$ cat config.mk
export PLATFORM = sky130hd
export DESIGN_NAME = counting_semaphore_wait_queue
export DESIGN_NICKNAME = d
export VERILOG_FILES = /design/src/sv/csw_pkg.sv /design/src/sv/csw_ctrl.sv /design/src/sv/csw_dp.sv /design/src/sv/counting_semaphore_wait_queue.sv
export SDC_FILE = /design/constraint.sdc
export NUM_CORES = 1
export LEC_CHECK = 0
export BUFFER_PORTS_ARGS = -buffer_cell sky130_fd_sc_hd__buf_2
export CAP_MARGIN = 20
export CORE_ASPECT_RATIO = 1.25
export CORE_UTILIZATION = 61
export CTS_CLUSTER_SIZE = 12
export DETAILED_ROUTE_END_ITERATION = 10
export HOLD_SLACK_MARGIN = 0.08
export PLACE_DENSITY = 0.81
export SETUP_SLACK_MARGIN = 0.05
export SYNTH_ARGS = -nofsm -noshare
export SYNTH_HDL_FRONTEND = slang
export SYNTH_SLANG_ARGS = --single-unit
$ cat constraint.sdc
create_clock -name clk_i -period 2.97 [get_ports clk_i]
set_input_delay 0.4455 -clock clk_i [delete_from_list [all_inputs] [get_ports clk_i]]
set_output_delay 0.4455 -clock clk_i [all_outputs]
set_load 0.01 [all_outputs]
$ cat src/sv/csw_pkg.sv
// ----------------------------------------------------------------------------
// csw_pkg
// Types and constants of the counting semaphore with a FIFO wait queue.
// ----------------------------------------------------------------------------
`timescale 1ns / 1ps

package csw_pkg;

  // Field widths
  localparam int TASK_ID_WIDTH = 8;
  localparam int REG_W         = 15;
  localparam int COUNT_W       = 17;
  localparam int OUT_COUNT_W   = 16;
  localparam int CFG_IDX_W     = 1;

  // Default number of wait queue entries
  localparam int WAIT_DEPTH = 16;

  typedef enum logic [0:0] {
    OP_ACQUIRE = 1'b0,
    OP_RELEASE = 1'b1
  } op_e;

  typedef enum logic [2:0] {
    ST_GRANTED  = 3'd0,
    ST_BLOCKED  = 3'd1,
    ST_FULL     = 3'd2,
    ST_RELEASED = 3'd3,
    ST_IGNORED  = 3'd4
  } status_e;

  typedef enum logic [CFG_IDX_W-1:0] {
    CFG_MAX_COUNT     = 1'b0,
    CFG_INITIAL_COUNT = 1'b1
  } cfg_idx_e;

  typedef struct packed {
    op_e                      op;
    logic [TASK_ID_WIDTH-1:0] task_id;
  } in_item_t;

  typedef struct packed {
    status_e                        status;
    logic                           wake_valid;
    logic [TASK_ID_WIDTH-1:0]       wake_task;
    logic signed [OUT_COUNT_W-1:0]  count_after;
  } out_item_t;

  // Controller to datapath
  typedef struct packed {
    logic capture;
    logic commit;
  } ctrl_cmd_t;

  // Datapath to controller
  typedef struct packed {
    logic out_free;
  } dp_status_t;

endpackage

$ cat src/sv/csw_ctrl.sv
// ----------------------------------------------------------------------------
// csw_ctrl
// Sequencer: takes one item, then commits it once the result register frees.
// ----------------------------------------------------------------------------
`timescale 1ns / 1ps

module csw_ctrl (
  input  logic                  clk_i,
  input  logic                  rst_ni,
  input  logic                  in_valid_i,
  output logic                  in_stall_o,
  input  csw_pkg::dp_status_t   status_i,
  output csw_pkg::ctrl_cmd_t    cmd_o
);

  typedef enum logic [1:0] {
    S_IDLE = 2'b01,
    S_EXEC = 2'b10
  } state_e;

  state_e state_q, state_d;

  // Next state and commands
  always_comb begin
    state_d        = state_q;
    cmd_o.capture  = 1'b0;
    cmd_o.commit   = 1'b0;
    in_stall_o     = 1'b1;
    unique case (state_q)
      S_IDLE: begin
        in_stall_o = 1'b0;
        if (in_valid_i) begin
          cmd_o.capture = 1'b1;
          state_d       = S_EXEC;
        end
      end
      S_EXEC: begin
        if (status_i.out_free) begin
          cmd_o.commit = 1'b1;
          state_d      = S_IDLE;
        end
      end
      default: begin
        state_d = S_IDLE;
      end
    endcase
  end

  always_ff @(posedge clk_i or negedge rst_ni) begin
    if (!rst_ni) begin
      state_q <= S_IDLE;
    end else begin
      state_q <= state_d;
    end
  end

endmodule

$ cat src/sv/csw_dp.sv
// ----------------------------------------------------------------------------
// csw_dp
// Datapath: count, config registers, wait queue memory and result register.
// ----------------------------------------------------------------------------
`timescale 1ns / 1ps

module csw_dp #(
  parameter int WAIT_DEPTH = csw_pkg::WAIT_DEPTH
) (
  input  logic                                clk_i,
  input  logic                                rst_ni,
  input  csw_pkg::in_item_t                   in_item_i,
  output logic                                out_valid_o,
  input  logic                                out_stall_i,
  output csw_pkg::out_item_t                  out_item_o,
  input  logic                                cfg_we_i,
  input  logic [csw_pkg::CFG_IDX_W-1:0]       cfg_index_i,
  input  logic [csw_pkg::REG_W-1:0]           cfg_wdata_i,
  input  csw_pkg::ctrl_cmd_t                  cmd_i,
  output csw_pkg::dp_status_t                 status_o
);

  localparam int PTR_W  = (WAIT_DEPTH > 1) ? $clog2(WAIT_DEPTH) : 1;
  localparam int FILL_W = $clog2(WAIT_DEPTH + 1);
  localparam int SUM_W  = $clog2(2 * WAIT_DEPTH);
  localparam int TW     = csw_pkg::TASK_ID_WIDTH;
  localparam int CW     = csw_pkg::COUNT_W;
  localparam int RW     = csw_pkg::REG_W;

  // Config register; the initial count goes straight into the count
  logic [RW-1:0] max_q;

  // Semaphore state
  logic signed [CW-1:0] count_q, count_d;
  logic [PTR_W-1:0]     head_q, head_d;
  logic [FILL_W-1:0]    fill_q, fill_d;

  // Captured item
  csw_pkg::op_e    op_q;
  logic [TW-1:0]   tid_q;

  // Wait queue and its registered head read
  logic [TW-1:0]   wait_mem [WAIT_DEPTH];
  logic [TW-1:0]   head_rd_q;

  // Result register
  logic                 out_valid_q;
  csw_pkg::out_item_t   out_item_q, result;

  logic                 push;
  logic [PTR_W-1:0]     push_slot;
  logic [SUM_W-1:0]     slot_sum;
  logic                 deficit;
  logic                 below_max;
  logic                 queue_full;
  logic                 init_wr;

  assign init_wr = cfg_we_i && (cfg_index_i == csw_pkg::CFG_INITIAL_COUNT);

  // Tail slot: head + fill wraps at most once
  always_comb begin
    slot_sum = SUM_W'(head_q) + SUM_W'(fill_q);
    if (slot_sum >= SUM_W'(WAIT_DEPTH)) begin
      slot_sum = slot_sum - SUM_W'(WAIT_DEPTH);
    end
  end
  assign push_slot = slot_sum[PTR_W-1:0];

  assign deficit    = (count_q < $signed(CW'(1)));
  assign below_max  = (count_q < $signed({{(CW-RW){1'b0}}, max_q}));
  assign queue_full = (fill_q == FILL_W'(WAIT_DEPTH));

  // Operation
  always_comb begin
    count_d            = count_q;
    head_d             = head_q;
    fill_d             = fill_q;
    push               = 1'b0;
    result.status      = csw_pkg::ST_GRANTED;
    result.wake_valid  = 1'b0;
    result.wake_task   = '0;
    unique case (op_q)
      csw_pkg::OP_ACQUIRE: begin
        if (!deficit) begin
          count_d       = count_q - CW'(1);
          result.status = csw_pkg::ST_GRANTED;
        end else if (queue_full) begin
          result.status = csw_pkg::ST_FULL;
        end else begin
          count_d       = count_q - CW'(1);
          fill_d        = fill_q + FILL_W'(1);
          push          = 1'b1;
          result.status = csw_pkg::ST_BLOCKED;
        end
      end
      csw_pkg::OP_RELEASE: begin
        if (below_max) begin
          count_d       = count_q + CW'(1);
          result.status = csw_pkg::ST_RELEASED;
          // New count at or below zero: wake the oldest waiter
          if (count_q[CW-1] && (fill_q != '0)) begin
            result.wake_valid = 1'b1;
            result.wake_task  = head_rd_q;
            fill_d            = fill_q - FILL_W'(1);
            head_d            = (head_q == PTR_W'(WAIT_DEPTH - 1)) ? '0
                                                                   : head_q + PTR_W'(1);
          end
        end else begin
          result.status = csw_pkg::ST_IGNORED;
        end
      end
      default: begin
        result.status = csw_pkg::ST_GRANTED;
      end
    endcase
    result.count_after = count_d[csw_pkg::OUT_COUNT_W-1:0];
  end

  // Config and semaphore state
  always_ff @(posedge clk_i or negedge rst_ni) begin
    if (!rst_ni) begin
      max_q   <= RW'(1);
      count_q <= CW'(1);
      head_q  <= '0;
      fill_q  <= '0;
    end else begin
      if (cfg_we_i && (cfg_index_i == csw_pkg::CFG_MAX_COUNT)) begin
        max_q <= cfg_wdata_i;
      end
      if (init_wr) begin
        count_q <= {{(CW-RW){1'b0}}, cfg_wdata_i};
        head_q  <= '0;
        fill_q  <= '0;
      end else if (cmd_i.commit) begin
        count_q <= count_d;
        head_q  <= head_d;
        fill_q  <= fill_d;
      end
    end
  end

  // Captured item
  always_ff @(posedge clk_i) begin
    if (cmd_i.capture) begin
      op_q  <= in_item_i.op;
      tid_q <= in_item_i.task_id;
    end
  end

  // Wait queue memory
  always_ff @(posedge clk_i) begin
    if (cmd_i.commit && push) begin
      wait_mem[push_slot] <= tid_q;
    end
    head_rd_q <= wait_mem[head_q];
  end

  // Result register
  always_ff @(posedge clk_i or negedge rst_ni) begin
    if (!rst_ni) begin
      out_valid_q <= 1'b0;
    end else if (cmd_i.commit) begin
      out_valid_q <= 1'b1;
    end else if (!out_stall_i) begin
      out_valid_q <= 1'b0;
    end
  end

  always_ff @(posedge clk_i) begin
    if (cmd_i.commit) begin
      out_item_q <= result;
    end
  end

  assign status_o.out_free = !out_valid_q || !out_stall_i;
  assign out_valid_o       = out_valid_q;
  assign out_item_o        = out_item_q;

endmodule

$ cat src/sv/counting_semaphore_wait_queue.sv
// ----------------------------------------------------------------------------
// counting_semaphore_wait_queue
// Counting semaphore with a FIFO queue of blocked task ids.
//
//   channel | dir | handshake            | payload
//   --------+-----+----------------------+-------------------------------
//   in      | in  | in_valid_i/in_stall_o  | op, task_id
//   out     | out | out_valid_o/out_stall_i| status, wake, count_after
//   cfg     | in  | cfg_we_i             | cfg_index_i, cfg_wdata_i
//
// Each item is registered in S_IDLE; in S_EXEC it updates the count and the
// queue and loads the result register; the queue head is read from a
// registered memory port while the block waits for the item.
// Reset loads the count with initial_count (1) and empties the queue.
// An item is taken while the previous result still waits; the second one
// holds in its update cycle until the result register frees.
// ----------------------------------------------------------------------------
`timescale 1ns / 1ps

module counting_semaphore_wait_queue #(
  parameter int WAIT_DEPTH = csw_pkg::WAIT_DEPTH
) (
  input  logic                           clk_i,
  input  logic                           rst_ni,
  input  logic                           in_valid_i,
  output logic                           in_stall_o,
  input  csw_pkg::in_item_t              in_item_i,
  output logic                           out_valid_o,
  input  logic                           out_stall_i,
  output csw_pkg::out_item_t             out_item_o,
  input  logic                           cfg_we_i,
  input  logic [csw_pkg::CFG_IDX_W-1:0]  cfg_index_i,
  input  logic [csw_pkg::REG_W-1:0]      cfg_wdata_i
);

  csw_pkg::ctrl_cmd_t  cmd;
  csw_pkg::dp_status_t dp_status;

  csw_ctrl u_ctrl (
    .clk_i      (clk_i),
    .rst_ni     (rst_ni),
    .in_valid_i (in_valid_i),
    .in_stall_o (in_stall_o),
    .status_i   (dp_status),
    .cmd_o      (cmd)
  );

  csw_dp #(
    .WAIT_DEPTH (WAIT_DEPTH)
  ) u_dp (
    .clk_i       (clk_i),
    .rst_ni      (rst_ni),
    .in_item_i   (in_item_i),
    .out_valid_o (out_valid_o),
    .out_stall_i (out_stall_i),
    .out_item_o  (out_item_o),
    .cfg_we_i    (cfg_we_i),
    .cfg_index_i (cfg_index_i),
    .cfg_wdata_i (cfg_wdata_i),
    .cmd_i       (cmd),
    .status_o    (dp_status)
  );

endmodule

## After elaboration in Yosys (flattened, before gate mapping)

Memory sizes are Yosys's and may differ from the RTL's. A register that Yosys moved wholly into a read port is not among the register bits.
Index checks and enable logic that the tools add are counted.

- Register bits after elaboration: 81
- Memory bits (writable): 128
- Output and inout bits: 30
- Word-level logic and storage cells: 96
- Memories kept: 1

Memory list:

| memory | words | width | read ports | clocked after memory_dff | wr ports | RTL line | text |
|---|---|---|---|---|---|---|---|
| u_dp.wait_mem | 16 | 8 | 1 | 1 | 1 | csw_dp.sv:43 | `logic [TW-1:0] wait_mem [WAIT_DEPTH];` |

- Add/subtract/negate cells: 7
- Order comparisons: 3
- Equal/unequal tests: 12
- Mux-type cells: 40
- Bitwise operators: 2
- Reductions and logical operators: 18

Operators by type and width:

| operator | count |
|---|---|
| 2-to-1 mux 17 bit | 5 |
| one-hot mux 17 bit (2 select lines) | 1 |
| 2-to-1 mux 5 bit | 6 |
| 2-to-1 mux 4 bit | 7 |
| adder 17 x 2 -> 17 bit (second input constant) | 1 |
| < comparator 17 x 16 -> 1 bit | 1 |
| < comparator 17 x 2 -> 1 bit (second input constant) | 1 |
| subtractor 17 x 2 -> 17 bit (second input constant) | 1 |
| 2-to-1 mux 1 bit | 12 |
| one-hot mux 5 bit (2 select lines) | 1 |
| 2-to-1 mux 9 bit | 1 |
| != test 3 bit (second input constant) | 3 |
| nonzero test 2 bit | 4 |
| 2-to-1 mux 2 bit | 3 |
| 2-to-1 mux 3 bit | 2 |
| one-hot mux 3 bit (2 select lines) | 1 |
| AND reduction 3 bit | 2 |
| adder 4 x 5 -> 5 bit | 1 |
| adder 5 x 1 -> 5 bit (second input constant) | 1 |
| equality test 5 bit (second input constant) | 1 |
| >= comparator 5 bit (second input constant) | 1 |
| AND reduction 5 bit | 1 |
| nonzero test 5 bit | 1 |
| subtractor 5 x 1 -> 5 bit (second input constant) | 1 |
| other kinds (16) | 23 |

## Longest topological paths before layout

Gate-level depths: netlist of run 1.

- Word-level depth: 7
- Gate-level depth with buffers: 10
- Gate-level depth less buffers: 9

## Cells and area by module

Synthesis of run 1 repeated with hierarchy kept, for this count alone.

- Cells, all modules: 747
- Area, all modules: 9,860.7 um^2

By module, submodules not included:

| module | times used | cells an instance | area an instance (um^2) |
|---|---|---|---|
| csw_dp | 1 | 739 | 9,769.4 |
| csw_ctrl | 1 | 8 | 91.3 |

## Worst setup path before layout of run 1

No wires, ideal clock.

- Path kind: register to register
- Start: register u_dp.count_q[10]
- End: memory u_dp.wait_mem[0][0] in the netlist's numbering (enable)
- Arrival time: 2,328 ps
- Data required time: 2,600 ps
- Slack: 272 ps
- Cell stages (with the launch flop): 7
- Period minus slack after synthesis: 2,698 ps
- Path through: dfrtp_1 nor4_4 and3_1 a21oi_1 or3_4 or4_4 nor2_1

- Cells in the longest elaborated chain, start to end: 6

RTL lines:

| item | RTL line | text |
|---|---|---|
| start: declaration | csw_dp.sv:34 | `logic signed [CW-1:0] count_q, count_d;` |
| start signal: assignment | csw_dp.sv:131 | `count_q <= {{(CW-RW){1'b0}}, cfg_wdata_i};` |
| start signal: assignment | csw_dp.sv:135 | `count_q <= count_d;` |
| < comparator 17 x 2 -> 1 bit | csw_dp.sv:69 | `assign deficit = (count_q < $signed(CW'(1)));` |
| 2-to-1 mux 1 bit | csw_dp.sv:84 | `if (!deficit) begin` |
| 2-to-1 mux 1 bit | csw_dp.sv:82 | `unique case (op_q)` |
| logical AND 1 bit | csw_dp.sv:152 | `if (cmd_i.commit && push) begin` |
| 2-to-1 mux 1 bit | csw_dp.sv:152 |  |
| 2-to-1 mux 1 bit (implied by the code) | csw_dp.sv:153 | `wait_mem[push_slot] <= tid_q;` |
| end: declaration | csw_dp.sv:43 |  |

Every way passes these cells.

## Worst setup path after layout of run 1

- Start: register u_dp.count_q[14]
- End: register u_dp.out_item_q (netlist bit u_dp.out_item_o[13]), data pin

- Cells in the longest elaborated chain, start to end: 3

RTL lines:

| item | RTL line | text |
|---|---|---|
| < comparator 17 x 16 -> 1 bit / < comparator 17 x 2 -> 1 bit (equally long branches) | csw_dp.sv:70, csw_dp.sv:69 |  |
| 2-to-1 mux 17 bit (on tied branches) | csw_dp.sv:97, csw_dp.sv:84 |  |
| one-hot mux 17 bit (2 select lines) * | csw_dp.sv:82 |  |
| net u_dp.count_d[13] | csw_dp.sv:34 |  |
| end signal: assignment | csw_dp.sv:171 | `out_item_q <= result;` |
| end: declaration | csw_dp.sv:48 | `csw_pkg::out_item_t out_item_q, result;` |

The timed path passes the listed nets; every way through them passes the cells marked *. The select of a mux whose other input is x is not followed.
A chain may end at the register's enable or synchronous reset.

==> run summary, run 1 <==
OUTCOME
--------------------------------------------------------------------------------------
Result of the run                                                         complete, no violations

LOGIC SYNTHESIS
--------------------------------------------------------------------------------------
Largest family of logic cells by synthesized area                         simple AND/OR/NAND/NOR gates
Fraction of registers with async set or reset after synthesis                    20.3%
Most numerous cell in the Yosys netlist                                       edfxtp_1
Number of instances in the synthesized netlist                                     682
Leading cell types by total area after synthesis                          edfxtp_1 (51%), dfrtp_1 (11%), mux4_2 (9.2%)
Cell type with the largest total area after synthesis                         edfxtp_1
Top cells by instance count after synthesis                               edfxtp_1 (165), nand2_1 (63), nor2_1 (45)
Post-synth design cell area                                                 9760 sq um
Sequential-to-total area share from yosys stat                                   63.7%
Post-synth top flop                                                           edfxtp_1
Mux share of post-synthesis cell area                                            10.1%
Compound-cell area share of the yosys netlist                                    7.18%
Simple-gate share of the synthesized area                                        10.9%
Mapped Avg Cell Area                                                        14.3 sq um
Yosys top cell area share                                                        50.8%
#FFs+latches synth                                                                 217
Area share of fa/ha/maj cells after synthesis                                    3.36%
Post-synth EDFFs                                                                   165
Yosys warning total                                                                  0
Total nets after synthesis                                                         737
Number of distinct standard cells referenced by the synthesized netlist             66
Post-synthesis xor/xnor area fraction                                            2.33%

CLOCK NETWORK
--------------------------------------------------------------------------------------
Clock slew seen by the registers of the worst setup and hold paths             0.06 ns
Maximum level of the CTS H-tree                                                      1
Later-pin clock latency in the skew report                                     0.51 ns
Buffer levels on the longest clock path                                              3
Total clock buffers created by CTS                                                  23
Cell at the root of the clock tree                                           clkbuf_16
Clock sink count                                                                   217
Clock tree from TritonCTS                                                          yes

TIMING
--------------------------------------------------------------------------------------
Final number of max-transition violations                                            0
Worst relative slew slack                                                        44.0%
Fraction of the cycle the final worst path needs                                 94.6%
Min Hold Slack                                                                0.109 ns
Maximum clock frequency                                                        356 MHz
Tightest Pin Transition                                                       0.837 ns
Shortest clock period the worst path allows after layout                       2.81 ns
Final Hold Viols                                                                     0
Unrepaired setup endpoints after global routing                                    yes
Worst setup skew after layout                                                0.0154 ns
Final setup violation count                                                          0
Setup Total Neg Slack                                                             0 ns

GLOBAL ROUTING
--------------------------------------------------------------------------------------
Most heavily used metal layer in global routing                                   met2
GR Util met3                                                                     4.60%
Global route total overflow                                                          0
Global-route wire length before repair                                        33600 um
Antenna violations before repair                                                     0
Maximum number of pins on one net before global-route repair                        39
GRT Resource Usage Total                                                         27.7%
Global routing met1 resource utilization                                         30.8%
Via count of the first global-routing pass                                        6316
Global-route met2 utilization                                                    50.3%

ROUTE
--------------------------------------------------------------------------------------
Count of unresolved DRC violations after routing                                     0
Via count                                                                         6091
Total length of routed wires                                                  21700 um
DR WL/cell                                                                     21.5 um
First-pass detailed-route iteration total                                            4
Detail Route Antenna Nets                                                            0
Detailed router's first-iteration violation count                                  475
Ratio of routed vias to standard cells                                            6.05

FLOORPLANNING
--------------------------------------------------------------------------------------
Floorplan die height                                                            143 um
Core area                                                                  15600 sq um
Row count                                                                           51
Initial Util                                                                     62.4%
Die Wd                                                                          115 um
Die Footprint                                                              16500 sq um
I/O pin count                                                                       60

POWER
--------------------------------------------------------------------------------------
Maximum vdd ir drop                                                           0.736 mV
Relative contribution of combinational cells to total power                      10.7%
Switching power share of the total                                               24.4%
Internal power                                                               0.00525 W
Cell Pwr Density                                                           619 nW/um^2
Net switching power figure                                                   0.00170 W
Leakage                                                                        4.04 nW
Final Total Pwr                                                              0.00695 W
Register share of total power                                                    50.8%
Clock network fraction of total power                                            38.5%

WORST SETUP PATH
--------------------------------------------------------------------------------------
Kind of cell with the highest combined delay on the critical path         compound AO/OA/AOI/OAI gates
Kind of start point of the critical path                                      register
End of the worst register-to-register path                                u_dp.out_item_o[13]$_DFFE_PP_
Series of cell instances along the critical path                          ha_1, a2111oi_4, buf_4, o21ai_2, nor3_4, a32oi_2, buf_4, or2_2, o21ai_1, xor2_1
R2R setup slack                                                                0.16 ns
Kind of critical path                                                     register to register
Most frequent cell on the critical path                                          buf_4
WP data arrival                                                                3.06 ns
Depth of the worst register-to-register path                                        10
CP Capture Type                                                               register
Reg-to-reg critical path startpoint                                       u_dp.count_q[14]$_DFFE_PN0P_
Largest fanout on the critical path                                                  6
Master of the slowest instance on the critical path                            dfrtp_1
Worst path max stage delay                                                     0.39 ns
Data required time at the worst endpoint                                       3.22 ns
Buffers & Inverters on Critical Path                                                 2

WORST HOLD PATH
--------------------------------------------------------------------------------------
Min-Delay Path Depth                                                                 1
Hold crit path type                                                       input port to register
Hold_sp                                                                   in_item_i[8]
Hold Crit Endpoint                                                        u_dp.op_q$_DFFE_PP_

CELLS AND AREA
--------------------------------------------------------------------------------------
Filler cell count in the final layout                                             1026
Layout cell share with drive strength beyond 1                                   24.8%
Fin nets                                                                           832
Synth-to-layout area growth                                                      15.0%
Number of antenna diodes                                                             0

PLACEMENT
--------------------------------------------------------------------------------------
Number of port buffers                                                              59
Routability Congestion                                                           0.899
Dpl hpwl                                                                      15000 um

JOB
--------------------------------------------------------------------------------------
Max-capacitance violation count                                                      0

-- power by group through the flow --
stage | combinational (W) | clock, W | sequential, W
2_1_floorplan | 0.000500 | 0 | 0.00354
3_3_place_gp | 0.000700 | 0 | 0.00358
3_5_place_dp | 0.000726 | 0 | 0.00359
4_1_cts | 0.000735 | 0.00272 | 0.00352
5_1_grt | 0.000813 | 0.00283 | 0.00354
6_report | 0.000744 | 0.00268 | 0.00353
-- logic make-up (layout without fill, tap and decap cells) --
group | count (synthesis) | in the layout
flip-flops | 217 | 217
buffers and inverters | 59 | 171
multiplexers | 48 | 48
adder cells (fa/ha/maj) | 25 | 25
AO/OA/AOI/OAI | 101 | 101
XOR/XNOR | 26 | 26
AND/OR/NAND/NOR | 206 | 206
-- metrics by stage --
stage	instance area [sq um]	util, %	setup WS (ns)	instances
after global placement	10500	67.1	0.194	962
after global routing	11200	71.8	0.0306	1006
after floorplan	9760	-	0.272	682
after detailed placement	10500	67.1	0.145	962
after CTS	11200	71.6	0.107	1005
final	11200	71.8	0.159	1006
-- timing repair --
item                                    CTS  global route
hold endpoints to repair                 21             0
hold buffers                              1             0
endpoints found under the setup margin    0            42
gates resized for setup                   0             3
buffers inserted                          0             1
-- how the worst max path moves through the flow --
stage / start / end / slack [ns] / cells after the start
2_1_floorplan: u_dp.count_q[10]$_DFFE_PN0P_ / u_dp.wait_mem[0][0]$_DFFE_PP_ / 0.27 / 6
3_3_place_gp: u_dp.count_q[5]$_DFFE_PN0P_ / u_dp.wait_mem[4][4]$_DFFE_PP_ / 0.19 / 7
3_5_place_dp: u_dp.count_q[14]$_DFFE_PN0P_ / u_dp.out_item_o[13]$_DFFE_PP_ / 0.15 / 9
4_1_cts: u_dp.count_q[14]$_DFFE_PN0P_ / u_dp.out_item_o[15]$_DFFE_PP_ / 0.11 / 8
5_1_grt: u_dp.count_q[14]$_DFFE_PN0P_ / u_dp.out_item_o[13]$_DFFE_PP_ / 0.03 / 10
6_report: u_dp.count_q[14]$_DFFE_PN0P_ / u_dp.out_item_o[13]$_DFFE_PP_ / 0.16 / 10
-- worst register-to-register path: cells and delay by family (launching register included) --
family	cells	cell delay [ns]
and+or+nand+nor	2	0.50
xor gates and xnor gates	1	0.09
AOI/OAI and AO/OA	4	0.81
buffers and inverters	2	0.42
DFF	1	0.39
adders and majority gates	1	0.36
-- flip-flops by register name, indices dropped and copies added (netlist names) --
register          cells
u_ctrl.state_q        2
u_dp.count_q         17
u_dp.fill_q           5
u_dp.max_q           15
u_dp.op_q             1
u_dp.tid_q            8
u_dp.out_item_o      28
u_dp.out_valid_o      1
u_dp.head_q           4
u_dp.wait_mem       128
u_dp.head_rd_q        8
-- layout by cell type, fill, tap and decap left out, drive strengths merged, types with 3 or more instances in the layout --
| cell | Yosys | final |
|---|---|---|
| dfxtp | 8 | 8 |
| nand3 | 15 | 15 |
| nand2 | 63 | 63 |
| a211oi | 3 | 3 |
| and2 | 15 | 15 |
| buf | 9 | 100 |
| o211ai | 6 | 6 |
| nor4 | 5 | 5 |
| o22ai | 5 | 5 |
| mux2i | 7 | 7 |
| nand3b | 3 | 3 |
| dfstp | 3 | 3 |
| a21oi | 23 | 23 |
| nor3 | 19 | 19 |
| xnor2 | 17 | 17 |
| or3 | 12 | 12 |
| o31ai | 3 | 3 |
| clkbuf | 22 | 37 |
| mux4 | 40 | 40 |
| a221o | 3 | 3 |
| edfxtp | 165 | 165 |
| ha | 23 | 23 |
| dfrtp | 41 | 41 |
| and3 | 5 | 5 |
| o21ai | 28 | 28 |
| nor2 | 45 | 45 |
| nand4 | 9 | 9 |
| or4 | 4 | 4 |
| nand2b | 4 | 4 |
| inv | 28 | 30 |
| xor2 | 9 | 9 |
| a31oi | 7 | 7 |
| a21o | 7 | 7 |
-- layer usage --
layer  vias up  share of wire (%)
li1       2777                  -
met1      3018                 37
met2       226                 53
met3        70                5.0
met4         0                5.2
met5         -                  0
-- final cells by class --
cell class	count	area, sq um	share of cell area [%]
clock buffer	37	638	5.69
clock inverter	5	57.6	0.513
inverter	28	105	0.937
multi-input combinational	406	3320	29.6
sequential	217	6220	55.4
tap	212	265	2.36
timing repair buffer	101	613	5.46
Note: power is estimated with default switching activity, not from simulation.
==> run 2: changes to the inputs <==
--- a/config.mk
+++ b/config.mk
@@ -8,11 +8,11 @@
 export BUFFER_PORTS_ARGS = -buffer_cell sky130_fd_sc_hd__buf_2
 export CAP_MARGIN = 20
 export CORE_ASPECT_RATIO = 1.25
-export CORE_UTILIZATION = 61
+export CORE_UTILIZATION = 45
 export CTS_CLUSTER_SIZE = 12
 export DETAILED_ROUTE_END_ITERATION = 10
 export HOLD_SLACK_MARGIN = 0.08
-export PLACE_DENSITY = 0.81
+export PLACE_DENSITY = 0.63
 export SETUP_SLACK_MARGIN = 0.05
 export SYNTH_ARGS = -nofsm -noshare
 export SYNTH_HDL_FRONTEND = slang
==> run summary, run 2 (same netlist as run 1, synthesis figures left out) <==
GLOBAL ROUTING
---------------------------------------------------------------------------------
GR Util met3                                                                2.83%
Global route total overflow                                                     0
Global routing met1 resource utilization                                    23.1%
Maximum number of pins on one net before global-route repair                   44
Most heavily used metal layer in global routing                              met2
Via count of the first global-routing pass                                   6219
Global-route wire length before repair                                   34000 um
GRT Resource Usage Total                                                    20.0%
Global-route met2 utilization                                               35.8%
Antenna violations before repair                                                0

OUTCOME
---------------------------------------------------------------------------------
Result of the run                                                    complete, no violations

CLOCK NETWORK
---------------------------------------------------------------------------------
Cell at the root of the clock tree                                      clkbuf_16
Total clock buffers created by CTS                                             23
Maximum level of the CTS H-tree                                                 1
Buffer levels on the longest clock path                                         3
Clock slew seen by the registers of the worst setup and hold paths        0.06 ns
Later-pin clock latency in the skew report                                0.50 ns
Clock sink count                                                              217
Clock tree from TritonCTS                                                     yes

ROUTE
---------------------------------------------------------------------------------
Detailed router's first-iteration violation count                             426
DR WL/cell                                                                20.2 um
Ratio of routed vias to standard cells                                       5.57
Count of unresolved DRC violations after routing                                0
Total length of routed wires                                             21500 um
Via count                                                                    5937
Detail Route Antenna Nets                                                       0
First-pass detailed-route iteration total                                       5

WORST SETUP PATH
---------------------------------------------------------------------------------
WP data arrival                                                           3.22 ns
End of the worst register-to-register path                           u_dp.count_q[7]$_DFFE_PN0P_
Crit path launch                                                     u_dp.count_q[14]$_DFFE_PN0P_
Master of the slowest instance on the critical path                         or4_1
Kind of cell with the highest combined delay on the critical path    simple AND/OR/NAND/NOR gates
Levels on crit path                                                             9
Worst path max stage delay                                                0.54 ns
Capturing instance or port of the critical path                      u_dp.count_q[7]$_DFFE_PN0P_
R2R setup slack                                                           0.18 ns
CP Capture Type                                                          register
Depth of the worst register-to-register path                                    9
Kind of critical path                                                register to register
Buffers & Inverters on Critical Path                                            1
Series of cell instances along the critical path                     ha_4, a2111oi_4, o21ai_2, nor3_4, a31oi_2, buf_4, nand4b_1, or4_1, nand3b_1
Largest fanout on the critical path                                             7
Reg-to-reg critical path startpoint                                  u_dp.count_q[14]$_DFFE_PN0P_
Data required time at the worst endpoint                                  3.40 ns
Kind of start point of the critical path                                 register

TIMING
---------------------------------------------------------------------------------
Tightest Pin Transition                                                  0.963 ns
Worst relative slew slack                                                   35.8%
Final setup violation count                                                     0
Setup Total Neg Slack                                                        0 ns
Final number of max-transition violations                                       0
Final Hold Viols                                                                0
Shortest clock period the worst path allows after layout                  2.79 ns
Min Hold Slack                                                           0.122 ns
Worst setup skew after layout                                          0.00942 ns
Unrepaired setup endpoints after global routing                               yes
Fraction of the cycle the final worst path needs                            93.9%
Maximum clock frequency                                                   358 MHz

CELLS AND AREA
---------------------------------------------------------------------------------
Most common cell after layout, fill and taps aside                       edfxtp_1
Largest register FFs                                                          128
Area taken by multi-input logic gates                                  3330 sq um
Synth-to-layout area growth                                                 16.0%
Commonest cells after routing, fill and taps aside                   edfxtp_1 (165), nand2_1 (63), buf_2 (59)
Register area                                                          6220 sq um
Filler cell count in the final layout                                        1758
Layout cell share with drive strength beyond 1                              24.5%
Register with the highest flop count                                 u_dp.wait_mem
Fin nets                                                                      831
Number of antenna diodes                                                        0

FLOORPLANNING
---------------------------------------------------------------------------------
Die Wd                                                                     134 um
Initial Util                                                                46.4%
I/O pin count                                                                  60
Floorplan die height                                                       167 um
Die Footprint                                                         22300 sq um
Core area                                                             21000 sq um
Row count                                                                      59

JOB
---------------------------------------------------------------------------------
Max-capacitance violation count                                                 0

POWER
---------------------------------------------------------------------------------
Maximum vdd ir drop                                                      0.609 mV
Cell Pwr Density                                                      612 nW/um^2
Leakage                                                                   4.03 nW

WORST HOLD PATH
---------------------------------------------------------------------------------
Hold crit path type                                                  input port to register

PLACEMENT
---------------------------------------------------------------------------------
Routability Congestion                                                      0.909
Number of port buffers                                                         59
Dpl hpwl                                                                 15300 um

[run 2: final cells by class]
class                      instances  share of cell area, %
multi-input combinational        406                   29.4
timing repair buffer             100                   5.64
clock buffer                      38                   5.67
tap                              274                   3.03
sequential                       217                   54.9
clock inverter                     3                  0.387
inverter                          28                  0.928
[run 2: worst min-delay path by stage]
stage / startpoint / end / cells past startpoint / slack, ns
after detailed placement: u_dp.head_rd_q[1]$_DFF_P_ / u_dp.out_item_o[17]$_SDFFCE_PN0P_ / 1 / 0.49
after global routing: in_item_i[2] / u_dp.tid_q[2]$_DFFE_PP_ / 1 / 0.11
after CTS: in_item_i[3] / u_dp.tid_q[3]$_DFFE_PP_ / 1 / 0.10
after floorplan: rst_ni / u_ctrl.state_q[1]$_DFFE_PN0P_ / 0 / 0.15
after global placement: u_dp.head_rd_q[6]$_DFF_P_ / u_dp.out_item_o[22]$_SDFFCE_PN0P_ / 1 / 0.49
final: in_item_i[2] / u_dp.tid_q[2]$_DFFE_PP_ / 1 / 0.12
[run 2: power by group]
part           internal [W]  switching [W]  total, W
Combinational      0.000310       0.000452  0.000762
Sequential          0.00340       0.000122   0.00352
Clock               0.00156        0.00108   0.00264
[run 2: per-stage QoR]
step / cell area, sq um / setup slack (ns) / instances / power, W / util [%]
detailed placement: 10600 / 0.170 / 1022 / 0.00432 / 50.2
global route: 11300 / 0.0459 / 1066 / 0.00722 / 53.8
global placement: 10600 / 0.228 / 1022 / 0.00430 / 50.2
CTS: 11200 / 0.133 / 1063 / 0.00698 / 53.5
floorplan: 9760 / 0.272 / 682 / 0.00404 / -
finish: 11300 / 0.180 / 1066 / 0.00692 / 53.8
[run 2: per-layer routing]
| layer | wire length (um) | vias to the layer above |
|---|---|---|
| met4 | 933 | 0 |
| met1 | 8240 | 2960 |
| met2 | 11400 | 162 |
| li1 | - | 2771 |
| met5 | 0 | - |
| met3 | 967 | 44 |
[run 2: what timing repair did]
item	CTS	global route
resized for setup	0	4
hold buffers	0	1
setup endpoints to repair	0	34
buffers inserted	0	1
hold endpoints to repair	0	19
